--- config.mk ---
export PLATFORM = sky130hd
export DESIGN_NAME = daily_alarm_timer_channels_top
export DESIGN_NICKNAME = d
export VERILOG_FILES = /design/src/datc_pkg.sv /design/src/datc_daymod.sv /design/src/daily_alarm_timer_channels_top.sv
export VERILOG_INCLUDE_DIRS = /design/src /design/src/src
export SDC_FILE = /design/constraint.sdc
export NUM_CORES = 2
export LEC_CHECK = 0
export BUFFER_PORTS_ARGS = -buffer_cell sky130_fd_sc_hd__buf_4
export CORE_UTILIZATION = 50
export DETAILED_ROUTE_END_ITERATION = 10
export GPL_ROUTABILITY_DRIVEN = 0
export PLACE_DENSITY = 0.66
export SYNTH_ARGS = -nofsm -noshare
export SYNTH_HDL_FRONTEND = slang
export SYNTH_HIERARCHICAL = 1
export SYNTH_SLANG_ARGS = --single-unit
--- constraint.sdc ---
create_clock -name clk -period 18.1 [get_ports clk]
set_clock_uncertainty 0.15 [all_clocks]
set_input_delay 2.715 -clock clk [delete_from_list [all_inputs] [get_ports clk]]
set_output_delay 2.715 -clock clk [all_outputs]
set_load 0.03 [all_outputs]
--- src/assert_macros.svh ---
// Assertion macros shared by the timer channel modules.
`ifndef ASSERT_MACROS_SVH
`define ASSERT_MACROS_SVH

// Same-cycle implication, sampled on the rising clock, off during reset.
`define ASSERT_IMPL(lbl, ante, cons) \
  lbl: assert property (@(posedge clk) disable iff (!rst_n) (ante) |-> (cons)) \
    else $error("assertion failed: implication");

// Next-cycle implication, sampled on the rising clock, off during reset.
`define ASSERT_NEXT(lbl, ante, cons) \
  lbl: assert property (@(posedge clk) disable iff (!rst_n) (ante) |=> (cons)) \
    else $error("assertion failed: next-cycle implication");

`endif

--- src/datc_pkg.sv ---
// Types, constants and helpers for the daily alarm timer channels.
package datc_pkg;

  // Field widths
  localparam int OP_W      = 4;
  localparam int CH_FW     = 2;
  localparam int TIME_W    = 32;
  localparam int MINS_W    = 8;
  localparam int HOUR_W    = 5;
  localparam int MIN_W     = 6;
  localparam int ACT_W     = 2;
  localparam int CFG_IDX_W = 2;
  localparam int CFG_W     = 8;

  // Channel set
  localparam int NUM_CHANNELS = 3;
  localparam int LED_CHANNEL  = 2;
  localparam int CH_W         = (NUM_CHANNELS > 1) ? $clog2(NUM_CHANNELS) : 1;

  // Result buffer for one tick
  localparam int MAX_RESULTS = 3;
  localparam int RI_W        = (MAX_RESULTS > 1) ? $clog2(MAX_RESULTS) : 1;
  localparam int RN_W        = $clog2(MAX_RESULTS + 1);

  // Time constants
  localparam logic [TIME_W-1:0] DAY_SECS     = 32'd86400;
  localparam logic [TIME_W-1:0] OFF_SLACK    = 32'd30;
  localparam logic [TIME_W-1:0] SECS_PER_MIN = 32'd60;
  localparam logic [TIME_W-1:0] SECS_PER_HR  = 32'd3600;
  localparam logic [HOUR_W-1:0] HOUR_MAX     = 5'd23;
  localparam logic [MIN_W-1:0]  MINUTE_MAX   = 6'd59;
  localparam int REM_W = $clog2(DAY_SECS);

  // Configuration reset values
  localparam logic [CFG_W-1:0] RUN_MAX_RST     = 8'd120;
  localparam logic [CFG_W-1:0] RUN_MIN_RST     = 8'd1;
  localparam logic [CFG_W-1:0] LED_RUN_MIN_RST = 8'd1;

  // Configuration register indexes
  typedef enum logic [CFG_IDX_W-1:0] {
    CFG_RUN_MAX     = 2'd0,
    CFG_RUN_MIN     = 2'd1,
    CFG_LED_RUN_MIN = 2'd2
  } cfg_idx_t;

  typedef enum logic [OP_W-1:0] {
    OP_TICK       = 4'd0,
    OP_ON_FOR     = 4'd1,
    OP_ON_DEFAULT = 4'd2,
    OP_OFF_NOW    = 4'd3,
    OP_OFF_AFTER  = 4'd4,
    OP_ARM        = 4'd5,
    OP_DISARM     = 4'd6,
    OP_REPEAT     = 4'd7,
    OP_ONCE       = 4'd8,
    OP_SET_ALARM  = 4'd9
  } op_t;

  typedef enum logic [ACT_W-1:0] {
    ACT_NONE      = 2'd0,
    ACT_ON        = 2'd1,
    ACT_OFF       = 2'd2,
    ACT_FADE_DOWN = 2'd3
  } act_t;

  typedef enum logic [3:0] {
    ST_IDLE,
    ST_MOD,
    ST_CMD,
    ST_OFF,
    ST_FIRE_LO,
    ST_FIRE_HI,
    ST_BUILD,
    ST_SETTLE,
    ST_PUSH,
    ST_OUT
  } state_t;

  // One result item
  typedef struct packed {
    logic [CH_FW-1:0]  ch;
    logic              on;
    act_t              act;
    logic [MINS_W-1:0] mins;
    logic              acc;
  } res_t;

  // Minutes to seconds
  function automatic logic [TIME_W-1:0] mins_to_secs(input logic [MINS_W-1:0] m);
    return TIME_W'(m) * SECS_PER_MIN;
  endfunction

  // Seconds from midnight for an hour and minute
  function automatic logic [TIME_W-1:0] time_of_day(input logic [HOUR_W-1:0] h,
                                                    input logic [MIN_W-1:0] m);
    return TIME_W'(h) * SECS_PER_HR + TIME_W'(m) * SECS_PER_MIN;
  endfunction

endpackage

--- src/datc_daymod.sv ---
// Remainder unit: seconds into the UTC day by reciprocal multiplication.
`include "assert_macros.svh"

module datc_daymod (
  input  logic                          clk,
  input  logic                          rst_n,
  input  logic                          start,
  input  logic [datc_pkg::TIME_W-1:0]   value,
  output logic                          done,
  output logic [datc_pkg::REM_W-1:0]    rem
);
  import datc_pkg::*;

  // value / 86400 = (value >> 7) / 675; the rounded-up reciprocal of 675 at
  // 2^35 is exact for every 25-bit dividend
  localparam int               DIV_SHIFT = 7;
  localparam int               X_W       = TIME_W - DIV_SHIFT;
  localparam int               RCP_SHIFT = 35;
  localparam int               RCP_W     = 26;
  localparam logic [RCP_W-1:0] RCP       = 26'd50903317;
  localparam int               PROD_W    = X_W + RCP_W;
  localparam int               Q_W       = PROD_W - RCP_SHIFT;

  logic              mul_r;
  logic              sub_r;
  logic              done_r;
  logic [TIME_W-1:0] val_r;
  logic [PROD_W-1:0] prod_r;
  logic [REM_W-1:0]  rem_r;
  logic [PROD_W-1:0] prod_nxt;
  logic [Q_W-1:0]    quot;
  logic [TIME_W-1:0] day_base;
  logic [REM_W-1:0]  rem_nxt;

  // Scale by the reciprocal, then take back whole days
  always_comb begin
    prod_nxt = PROD_W'(val_r[TIME_W-1:DIV_SHIFT]) * PROD_W'(RCP);
    quot     = prod_r[PROD_W-1:RCP_SHIFT];
    day_base = TIME_W'(quot) * DAY_SECS;
    rem_nxt  = REM_W'(val_r - day_base);
  end

  // Hold the value and advance the two stages
  always_ff @(posedge clk) begin
    if (!rst_n) begin
      mul_r  <= 1'b0;
      sub_r  <= 1'b0;
      done_r <= 1'b0;
      val_r  <= '0;
      prod_r <= '0;
      rem_r  <= '0;
    end else begin
      mul_r  <= start;
      sub_r  <= mul_r;
      done_r <= sub_r;
      if (start) val_r  <= value;
      if (mul_r) prod_r <= prod_nxt;
      if (sub_r) rem_r  <= rem_nxt;
    end
  end

  assign done = done_r;
  assign rem  = rem_r;

  `ASSERT_IMPL(rem_in_range, done_r, rem_r < REM_W'(DAY_SECS))
  `ASSERT_IMPL(base_below_value, sub_r, day_base <= val_r)
  `ASSERT_NEXT(start_then_mul, start, mul_r)

endmodule

--- src/daily_alarm_timer_channels_top.sv ---
// Top level of the daily alarm timer channels: sequencer, channel state and result buffer.
`include "assert_macros.svh"

// Three channels (heater, water, fading LED), each with an auto-off time and a
// daily alarm. An item is taken in an idle cycle; a shared remainder unit then
// finds the start of the UTC day of in_now by a reciprocal multiplication.
// A command then yields one result and, where it changes the alarm, rebuilds it. A tick
// visits the channels in order, through ST_OFF, ST_FIRE_LO and ST_FIRE_HI, with
// ST_BUILD and ST_SETTLE for one that fires, then ST_PUSH, and then delivers up
// to three results, one per cycle while out_stall is low; a tick where nothing
// acted yields no result.
// in_stall stays high from acceptance until the last result has been taken.
module daily_alarm_timer_channels_top (
  input  logic                            clk,
  input  logic                            rst_n,
  input  logic                            in_valid,
  output logic                            in_stall,
  input  logic [datc_pkg::OP_W-1:0]       in_opcode,
  input  logic [datc_pkg::CH_FW-1:0]      in_channel,
  input  logic [datc_pkg::TIME_W-1:0]     in_now,
  input  logic [datc_pkg::MINS_W-1:0]     in_duration_mins,
  input  logic [datc_pkg::HOUR_W-1:0]     in_alarm_hour_in,
  input  logic [datc_pkg::MIN_W-1:0]      in_alarm_minute_in,
  output logic                            out_valid,
  input  logic                            out_stall,
  output logic [datc_pkg::CH_FW-1:0]      out_channel,
  output logic                            out_is_on,
  output logic [datc_pkg::ACT_W-1:0]      out_drive_action,
  output logic [datc_pkg::MINS_W-1:0]     out_action_mins,
  output logic                            out_accepted,
  output logic                            out_last,
  input  logic                            cfg_we,
  input  logic [datc_pkg::CFG_IDX_W-1:0]  cfg_index,
  input  logic [datc_pkg::CFG_W-1:0]      cfg_wdata
);
  import datc_pkg::*;

  // Sequencer
  state_t state_r, state_nxt;

  // Configuration
  logic [CFG_W-1:0] run_max_r;
  logic [CFG_W-1:0] run_min_r;
  logic [CFG_W-1:0] led_run_min_r;

  // Channel state
  logic              chan_on_r   [NUM_CHANNELS];
  logic [TIME_W-1:0] off_time_r  [NUM_CHANNELS];
  logic [TIME_W-1:0] alarm_time_r[NUM_CHANNELS];
  logic              armed_r     [NUM_CHANNELS];
  logic              repeats_r   [NUM_CHANNELS];
  logic [HOUR_W-1:0] hour_r      [NUM_CHANNELS];
  logic [MIN_W-1:0]  minute_r    [NUM_CHANNELS];
  logic [MINS_W-1:0] run_r       [NUM_CHANNELS];

  // Item being worked on
  logic [OP_W-1:0]   op_r;
  logic [CH_FW-1:0]  ch_r;
  logic [TIME_W-1:0] now_r;
  logic [MINS_W-1:0] dur_r;
  logic [HOUR_W-1:0] h_r;
  logic [MIN_W-1:0]  m_r;
  logic [CH_W-1:0]   cidx_r;
  logic [TIME_W-1:0] dstart_r;
  logic [TIME_W-1:0] t_r;
  logic              lo_ok_r;
  act_t              act_r;
  logic [MINS_W-1:0] am_r;

  // Result buffer
  res_t              buf_r[MAX_RESULTS];
  logic [RN_W-1:0]   nres_r;
  logic [RI_W-1:0]   oidx_r;

  // Remainder unit
  logic              mod_done;
  logic [REM_W-1:0]  mod_rem;

  logic              in_acc;
  logic              out_acc;
  logic              ch_ok;
  logic              is_led;
  logic              time_ok;
  logic              cur_on;
  logic [MINS_W-1:0] cur_run;
  logic              off_hit;
  logic              fire;
  logic              cmd_build;
  logic              do_push;
  logic [RN_W-1:0]   push_cnt;
  logic              last_ch;
  logic [MINS_W-1:0] run_hi;
  logic [MINS_W-1:0] run_lo;
  logic [MINS_W-1:0] run_cl;
  logic [HOUR_W-1:0] h_cl;
  logic [MIN_W-1:0]  m_cl;
  logic [MINS_W-1:0] cmd_d;
  res_t              cmd_res;
  res_t              out_res;

  assign in_acc  = in_valid && !in_stall;
  assign out_acc = out_valid && !out_stall;

  datc_daymod u_daymod (
    .clk   (clk),
    .rst_n (rst_n),
    .start (in_acc),
    .value (in_now),
    .done  (mod_done),
    .rem   (mod_rem)
  );

  // Current channel view and decode
  always_comb begin
    ch_ok   = (32'(ch_r) < NUM_CHANNELS);
    is_led  = (32'(cidx_r) == LED_CHANNEL);
    time_ok = (h_r <= HOUR_MAX) && (m_r <= MINUTE_MAX);
    cur_on  = chan_on_r[cidx_r];
    cur_run = run_r[cidx_r];
    off_hit = cur_on && (now_r >= off_time_r[cidx_r] - OFF_SLACK);
    fire    = lo_ok_r && (now_r < alarm_time_r[cidx_r] + mins_to_secs(cur_run));
    do_push = (act_r != ACT_NONE) && (32'(nres_r) < MAX_RESULTS);
    push_cnt = nres_r + RN_W'(do_push);
    last_ch = (32'(cidx_r) == NUM_CHANNELS - 1);
    // Clamp run minutes: maximum first, then the channel minimum wins
    run_hi  = (cur_run > run_max_r) ? run_max_r : cur_run;
    run_lo  = is_led ? led_run_min_r : run_min_r;
    run_cl  = (run_hi < run_lo) ? run_lo : run_hi;
    h_cl    = (hour_r[cidx_r] > HOUR_MAX) ? HOUR_MAX : hour_r[cidx_r];
    m_cl    = (minute_r[cidx_r] > MINUTE_MAX) ? MINUTE_MAX : minute_r[cidx_r];
  end

  // Command result and whether the alarm must be rebuilt
  always_comb begin
    cmd_d     = (op_r == OP_ON_FOR) ? dur_r : cur_run;
    cmd_build = 1'b0;
    cmd_res   = '{ch: ch_r, on: 1'b0, act: ACT_NONE, mins: '0, acc: 1'b0};
    if (ch_ok) begin
      cmd_res.on = cur_on;
      case (op_r)
        OP_ON_FOR, OP_ON_DEFAULT: begin
          cmd_res = '{ch: ch_r, on: 1'b1, act: ACT_ON, mins: cmd_d, acc: 1'b1};
        end
        OP_OFF_NOW: begin
          cmd_res = '{ch: ch_r, on: 1'b0, act: ACT_OFF,
                      mins: (is_led ? cur_run : '0), acc: 1'b1};
        end
        OP_OFF_AFTER: begin
          cmd_res = '{ch: ch_r, on: 1'b1, act: (is_led ? ACT_FADE_DOWN : ACT_ON),
                      mins: dur_r, acc: 1'b1};
        end
        OP_ARM, OP_DISARM, OP_REPEAT, OP_ONCE: begin
          cmd_res.acc = 1'b1;
          cmd_build   = 1'b1;
        end
        OP_SET_ALARM: begin
          cmd_res.acc = time_ok;
          cmd_build   = time_ok;
        end
        default: begin
          cmd_res.acc = 1'b0;
        end
      endcase
    end
  end

  // Next state
  always_comb begin
    state_nxt = state_r;
    case (state_r)
      ST_IDLE:    if (in_acc) state_nxt = ST_MOD;
      ST_MOD:     if (mod_done) state_nxt = (op_r == OP_TICK) ? ST_OFF : ST_CMD;
      ST_CMD:     state_nxt = cmd_build ? ST_BUILD : ST_OUT;
      ST_OFF:     state_nxt = ST_FIRE_LO;
      ST_FIRE_LO: state_nxt = ST_FIRE_HI;
      ST_FIRE_HI: state_nxt = fire ? ST_BUILD : ST_PUSH;
      ST_BUILD:   state_nxt = ST_SETTLE;
      ST_SETTLE:  state_nxt = (op_r == OP_TICK) ? ST_PUSH : ST_OUT;
      ST_PUSH: begin
        if (!last_ch) begin
          state_nxt = ST_OFF;
        end else begin
          state_nxt = (push_cnt != '0) ? ST_OUT : ST_IDLE;
        end
      end
      ST_OUT:     if (out_acc && out_last) state_nxt = ST_IDLE;
      default:    state_nxt = ST_IDLE;
    endcase
  end

  always_ff @(posedge clk) begin
    if (!rst_n) begin
      state_r <= ST_IDLE;
    end else begin
      state_r <= state_nxt;
    end
  end

  // Datapath and channel state
  always_ff @(posedge clk) begin
    if (!rst_n) begin
      run_max_r     <= RUN_MAX_RST;
      run_min_r     <= RUN_MIN_RST;
      led_run_min_r <= LED_RUN_MIN_RST;
      for (int i = 0; i < NUM_CHANNELS; i++) begin
        chan_on_r[i]    <= 1'b0;
        off_time_r[i]   <= '0;
        alarm_time_r[i] <= '0;
        armed_r[i]      <= 1'b0;
        repeats_r[i]    <= 1'b0;
        hour_r[i]       <= '0;
        minute_r[i]     <= '0;
        run_r[i]        <= RUN_MIN_RST;
      end
      nres_r <= '0;
      oidx_r <= '0;
    end else begin
      // Take configuration writes at any time
      if (cfg_we) begin
        case (cfg_index)
          CFG_RUN_MAX:     run_max_r     <= cfg_wdata;
          CFG_RUN_MIN:     run_min_r     <= cfg_wdata;
          CFG_LED_RUN_MIN: led_run_min_r <= cfg_wdata;
          default: ;
        endcase
      end

      case (state_r)
        ST_IDLE: begin
          if (in_acc) begin
            op_r   <= in_opcode;
            ch_r   <= in_channel;
            now_r  <= in_now;
            dur_r  <= in_duration_mins;
            h_r    <= in_alarm_hour_in;
            m_r    <= in_alarm_minute_in;
            cidx_r <= (in_opcode == OP_TICK) ? '0 : CH_W'(in_channel);
            nres_r <= '0;
            oidx_r <= '0;
          end
        end

        ST_MOD: begin
          if (mod_done) dstart_r <= now_r - TIME_W'(mod_rem);
        end

        // Apply a command to its channel and hold its one result
        ST_CMD: begin
          buf_r[0] <= cmd_res;
          nres_r   <= RN_W'(1);
          if (ch_ok) begin
            case (op_r)
              OP_ON_FOR, OP_ON_DEFAULT: begin
                chan_on_r[cidx_r]  <= 1'b1;
                off_time_r[cidx_r] <= now_r + mins_to_secs(cmd_d);
              end
              OP_OFF_NOW:   chan_on_r[cidx_r] <= 1'b0;
              OP_OFF_AFTER: begin
                chan_on_r[cidx_r]  <= 1'b1;
                off_time_r[cidx_r] <= now_r + mins_to_secs(dur_r);
              end
              OP_ARM:    armed_r[cidx_r]   <= 1'b1;
              OP_DISARM: armed_r[cidx_r]   <= 1'b0;
              OP_REPEAT: repeats_r[cidx_r] <= 1'b1;
              OP_ONCE:   repeats_r[cidx_r] <= 1'b0;
              OP_SET_ALARM: begin
                if (time_ok) begin
                  armed_r[cidx_r]  <= 1'b1;
                  hour_r[cidx_r]   <= h_r;
                  minute_r[cidx_r] <= m_r;
                  if (dur_r != '0) run_r[cidx_r] <= dur_r;
                end
              end
              default: ;
            endcase
          end
        end

        // Switch off a channel near its off time
        ST_OFF: begin
          if (off_hit) begin
            chan_on_r[cidx_r] <= 1'b0;
            act_r <= ACT_OFF;
            am_r  <= is_led ? cur_run : '0;
          end else begin
            act_r <= ACT_NONE;
            am_r  <= '0;
          end
        end

        // Lower edge of the alarm window
        ST_FIRE_LO: begin
          lo_ok_r <= armed_r[cidx_r] &&
                     (now_r > alarm_time_r[cidx_r] - OFF_SLACK);
        end

        // Upper edge; on a fire re-arm as the repeat flag says
        ST_FIRE_HI: begin
          if (fire) begin
            armed_r[cidx_r] <= repeats_r[cidx_r];
            act_r <= ACT_ON;
          end
        end

        // Clamp the alarm fields and form today's alarm time
        ST_BUILD: begin
          run_r[cidx_r]    <= run_cl;
          hour_r[cidx_r]   <= h_cl;
          minute_r[cidx_r] <= m_cl;
          t_r <= dstart_r + time_of_day(h_cl, m_cl);
        end

        // Move the alarm to tomorrow if due; start the run after a fire
        ST_SETTLE: begin
          alarm_time_r[cidx_r] <= (t_r <= now_r) ? t_r + DAY_SECS : t_r;
          if (op_r == OP_TICK) begin
            chan_on_r[cidx_r]  <= 1'b1;
            off_time_r[cidx_r] <= now_r + mins_to_secs(cur_run);
            am_r <= cur_run;
          end
        end

        // Record an acting channel, then advance
        ST_PUSH: begin
          if (do_push) begin
            buf_r[nres_r[RI_W-1:0]] <= '{ch: CH_FW'(cidx_r), on: cur_on, act: act_r,
                                          mins: am_r, acc: 1'b1};
          end
          nres_r <= push_cnt;
          if (!last_ch) cidx_r <= cidx_r + CH_W'(1);
        end

        // Deliver buffered results in order
        ST_OUT: begin
          if (out_acc) oidx_r <= out_last ? '0 : oidx_r + RI_W'(1);
        end

        default: ;
      endcase
    end
  end

  // Ports
  assign in_stall  = (state_r != ST_IDLE);
  assign out_valid = (state_r == ST_OUT);
  assign out_res   = buf_r[oidx_r];
  assign out_last  = (32'(oidx_r) + 1 == 32'(nres_r));
  assign out_channel      = out_res.ch;
  assign out_is_on        = out_res.on;
  assign out_drive_action = out_res.act;
  assign out_action_mins  = out_res.mins;
  assign out_accepted     = out_res.acc;

  `ASSERT_IMPL(out_blocks_in, out_valid, in_stall)
  `ASSERT_IMPL(out_has_result, out_valid, nres_r != '0)
  `ASSERT_NEXT(accept_starts_mod, in_valid && !in_stall, state_r == ST_MOD)

endmodule

==> results.yml <==
outcome:
  outcome: "complete, no violations"
grt:
  met3_usage: 0.0373
  busiest_layer: "met2"
  grtUsageMet1: 0.345
  track_usage: 0.250
  gr-total-overflow: 0
  grt_pass1_vias: 32761
  met2_usage: 0.407
  grt_start_max_net_pins: 58
  grt_pass1_wl_mm: 183
  antenna_found_initial: 4
sta:
  max_freq_mhz: 112
  drv_slew: 0
  period_minus_slack_ps: 8930
  layout_setup_ws_ps: 9170
  period_share: 0.493
  slew_headroom: 0.198
  worstMarginPinSlew_ps: 1200
  fin_setup_tns_ps: 0
  setup_viol: 0
  hold_violations: 0
  rsz0062_at_grt: "no"
hold_path:
  hold_class: "flop to flop"
critical_path:
  path_class: "flop to flop"
  startpoint_type: "flop"
  cp-end-kind: "flop"
  path_max_fanout: 35
  critPathArrivalTime_ps: 9130
  slowest_stage: "mux4_2"
  path_delay_family: "compound AO/OA/AOI/OAI gates"
  crit_required_ps: 18300
  worst-path-buf-inv: 1
  max_stage_delay_ps: 720
clock_network:
  clk_pin_slew_ps: 60
  cts_sinks: 618
  postCtsResizedCells: 0
  cts_hold_buf: 0
  clockBufferDepth: 3
  post-cts-setup-buffers: 0
  htreeDepth: 3
  tritoncts: "done"
  worstSkewPairLatency_ps: 640
  numCtsBuffers: 70
  clock_tree.root_cell: "clkbuf_16"
finish:
  synthToLayoutAreaGrowth_pct: 9.53
  fin_nets: 5313
  drive_gt1_frac: 0.0896
  diodes: 0
  layoutNonFillerInstCount: 5719
pwr:
  power_mw: 8.55
  ir_drop_uv: 212
  powerDensity_mw_per_mm2: 167
  power_leakage_nw: 22.4
die:
  ios: 89
  rows: 111
  die_area_mm2: 0.0950
  die_x_um: 308
  core_area_mm2: 0.0922
  dieHeight_um: 308
  start_util: 0.508
synth:
  synthMuxAreaShare: 0.0648
  synthAdderAreaFrac: 0.258
  synthArstFlopShare: 0
  synth_xor_area_frac: 0.0464
  synthCells: 4319
  synth_compound_area_frac: 0.0833
  ys_types: 110
  synth.yosys.warnings: 6
  synth_top_family_by_area: "adder cells"
  ys_ff_latch: 618
  synth_area_mm2: 0.0469
  synthSimpleGateAreaFrac: 0.115
  synth_area_per_cell_um2: 10.9
  synth_edf_count: 511
  ys.flop_type: "edfxtp_1"
  seq_area_frac_synth: 0.373
  syn-num-nets: 5212
drt:
  via_per_inst: 5.61
  drc_errors: 0
  ant_nets: 0
  drt_iter0_markers: 2569
  routedWlPerCell_um: 20.3
  vias: 32056
  firstDrtPassIters: 6
  wirelength_mm: 116
placement:
  numPortBuffers: 88
  dp_hpwl_mm: 89.2
  placed_cells: 5591
  post-place-ws_ps: 9240
run:
  cap_violations: 0
power breakdown:
part           internal [mW]  leakage [nW]  total [mW]  switching (mW)
Sequential              1.71          5.83        1.81           0.105
Clock                  0.853          1.13        1.46           0.610
Combinational           2.19          15.4        5.27            3.08
Total                   4.76          22.4        8.55            3.79
worst register-to-register path: stages (launching register included):
cell,delay [ps]
dfxtp_4,600
buf_4,670
mux4_2,730
fa_1,620
fa_1,450
ha_1,300
a21o_1,180
a21oi_1,210
nand2b_1,130
a21boi_0,110
o41ai_1,490
xnor2_1,190
ha_1,420
and3_1,190
a21oi_1,60
o211ai_1,150
o2111ai_1,460
nor2_1,260
xnor2_1,140
ha_1,260
a21o_1,190
a21o_1,170
a2111oi_0,420
o21ai_0,150
nand2_1,80
and3_1,430
and2_1,250
o21a_1,180
placed cells by master (no fill, tap or decap), types with 98 or more instances in the layout:
master    Yosys  routed
inv_1       601     601
ha_1        577     577
edfxtp_1    511     511
nor2_1      467     467
fa_1        244     244
nand2_1     218     218
xnor2_1     175     175
a21oi_1     173     173
buf_4         1     136
o21ai_0     121     121
dfxtp_1     107     105
mux2i_1      98      98
through the flow:
stage	utilization	hold slack [ps]	area, um^2
after floorplan	-	250	46900
after CTS	0.557	298	51300
final	0.557	299	51300
after global placement	0.531	283	49000
after detailed placement	0.531	282	49000
after global routing	0.557	321	51300
final cells by class:
type	count	area (um^2)
clock buffer	82	1840
clock inverter	46	510
fill	8003	40900
inverter	604	2270
multi-input combinational	2990	26600
sequential	618	17500
tap	1243	1560
timing repair buffer	136	1020
routing by layer:
metal / share of wire / up-vias
met5: 0 / -
met4: 0.028 / 0
met3: 0.064 / 179
met2: 0.46 / 867
met1: 0.44 / 15747
li1: - / 15263
state kept, by name, indices dropped and copies added (netlist names), 6 cells and up, named ones only:
name	count
alarm_time_r	128
am_r	8
buf_r	42
dstart_r	32
dur_r	8
hour_r	20
led_run_min_r	8
m_r	6
minute_r	24
now_r	32
off_time_r	128
run_max_r	8
run_min_r	8
run_r	32
t_r	32
u_daymod/prod_r	10
u_daymod/rem	17
u_daymod/val_r	32
path summary, 6_finish.rpt:
path	startpoint	end	slack (ps)	depth (start not counted)
hold reg to reg	dstart_r[0]	t_r[0]	300	0
setup reg to reg	flop	act_r[0]	9170	27
hold / removal	dstart_r[0]	t_r[0]	300	0
setup / recovery	flop	act_r[0]	9170	27
Yosys cell counts (36+ instances only):
cell | number | area share
xor2_1 | 73 | 0.014
xnor2_1 | 175 | 0.033
fa_1 | 244 | 0.10
clkbuf_1 | 73 | 0.0058
a21oi_1 | 173 | 0.018
o21a_1 | 36 | 0.0058
nand2_1 | 218 | 0.017
ha_1 | 577 | 0.15
nor3_1 | 66 | 0.0070
inv_1 | 601 | 0.048
nand4_1 | 42 | 0.0056
o21ai_0 | 121 | 0.013
nor2_1 | 467 | 0.037
dfxtp_1 | 107 | 0.046
mux2i_1 | 98 | 0.021
nor2b_1 | 46 | 0.0061
edfxtp_1 | 511 | 0.33
nand3_1 | 82 | 0.0088
a21o_1 | 69 | 0.011
mux4_2 | 82 | 0.039
cell families after synthesis:
kind of cell | count (synthesis)
AOI/OAI and AO/OA | 602
adders and majority gates | 821
xor gates and xnor gates | 248
buffers and inverters | 711
DFF | 618
and+or+nand+nor | 1127
muxes | 192
Power figures use the tool's default switching activity.
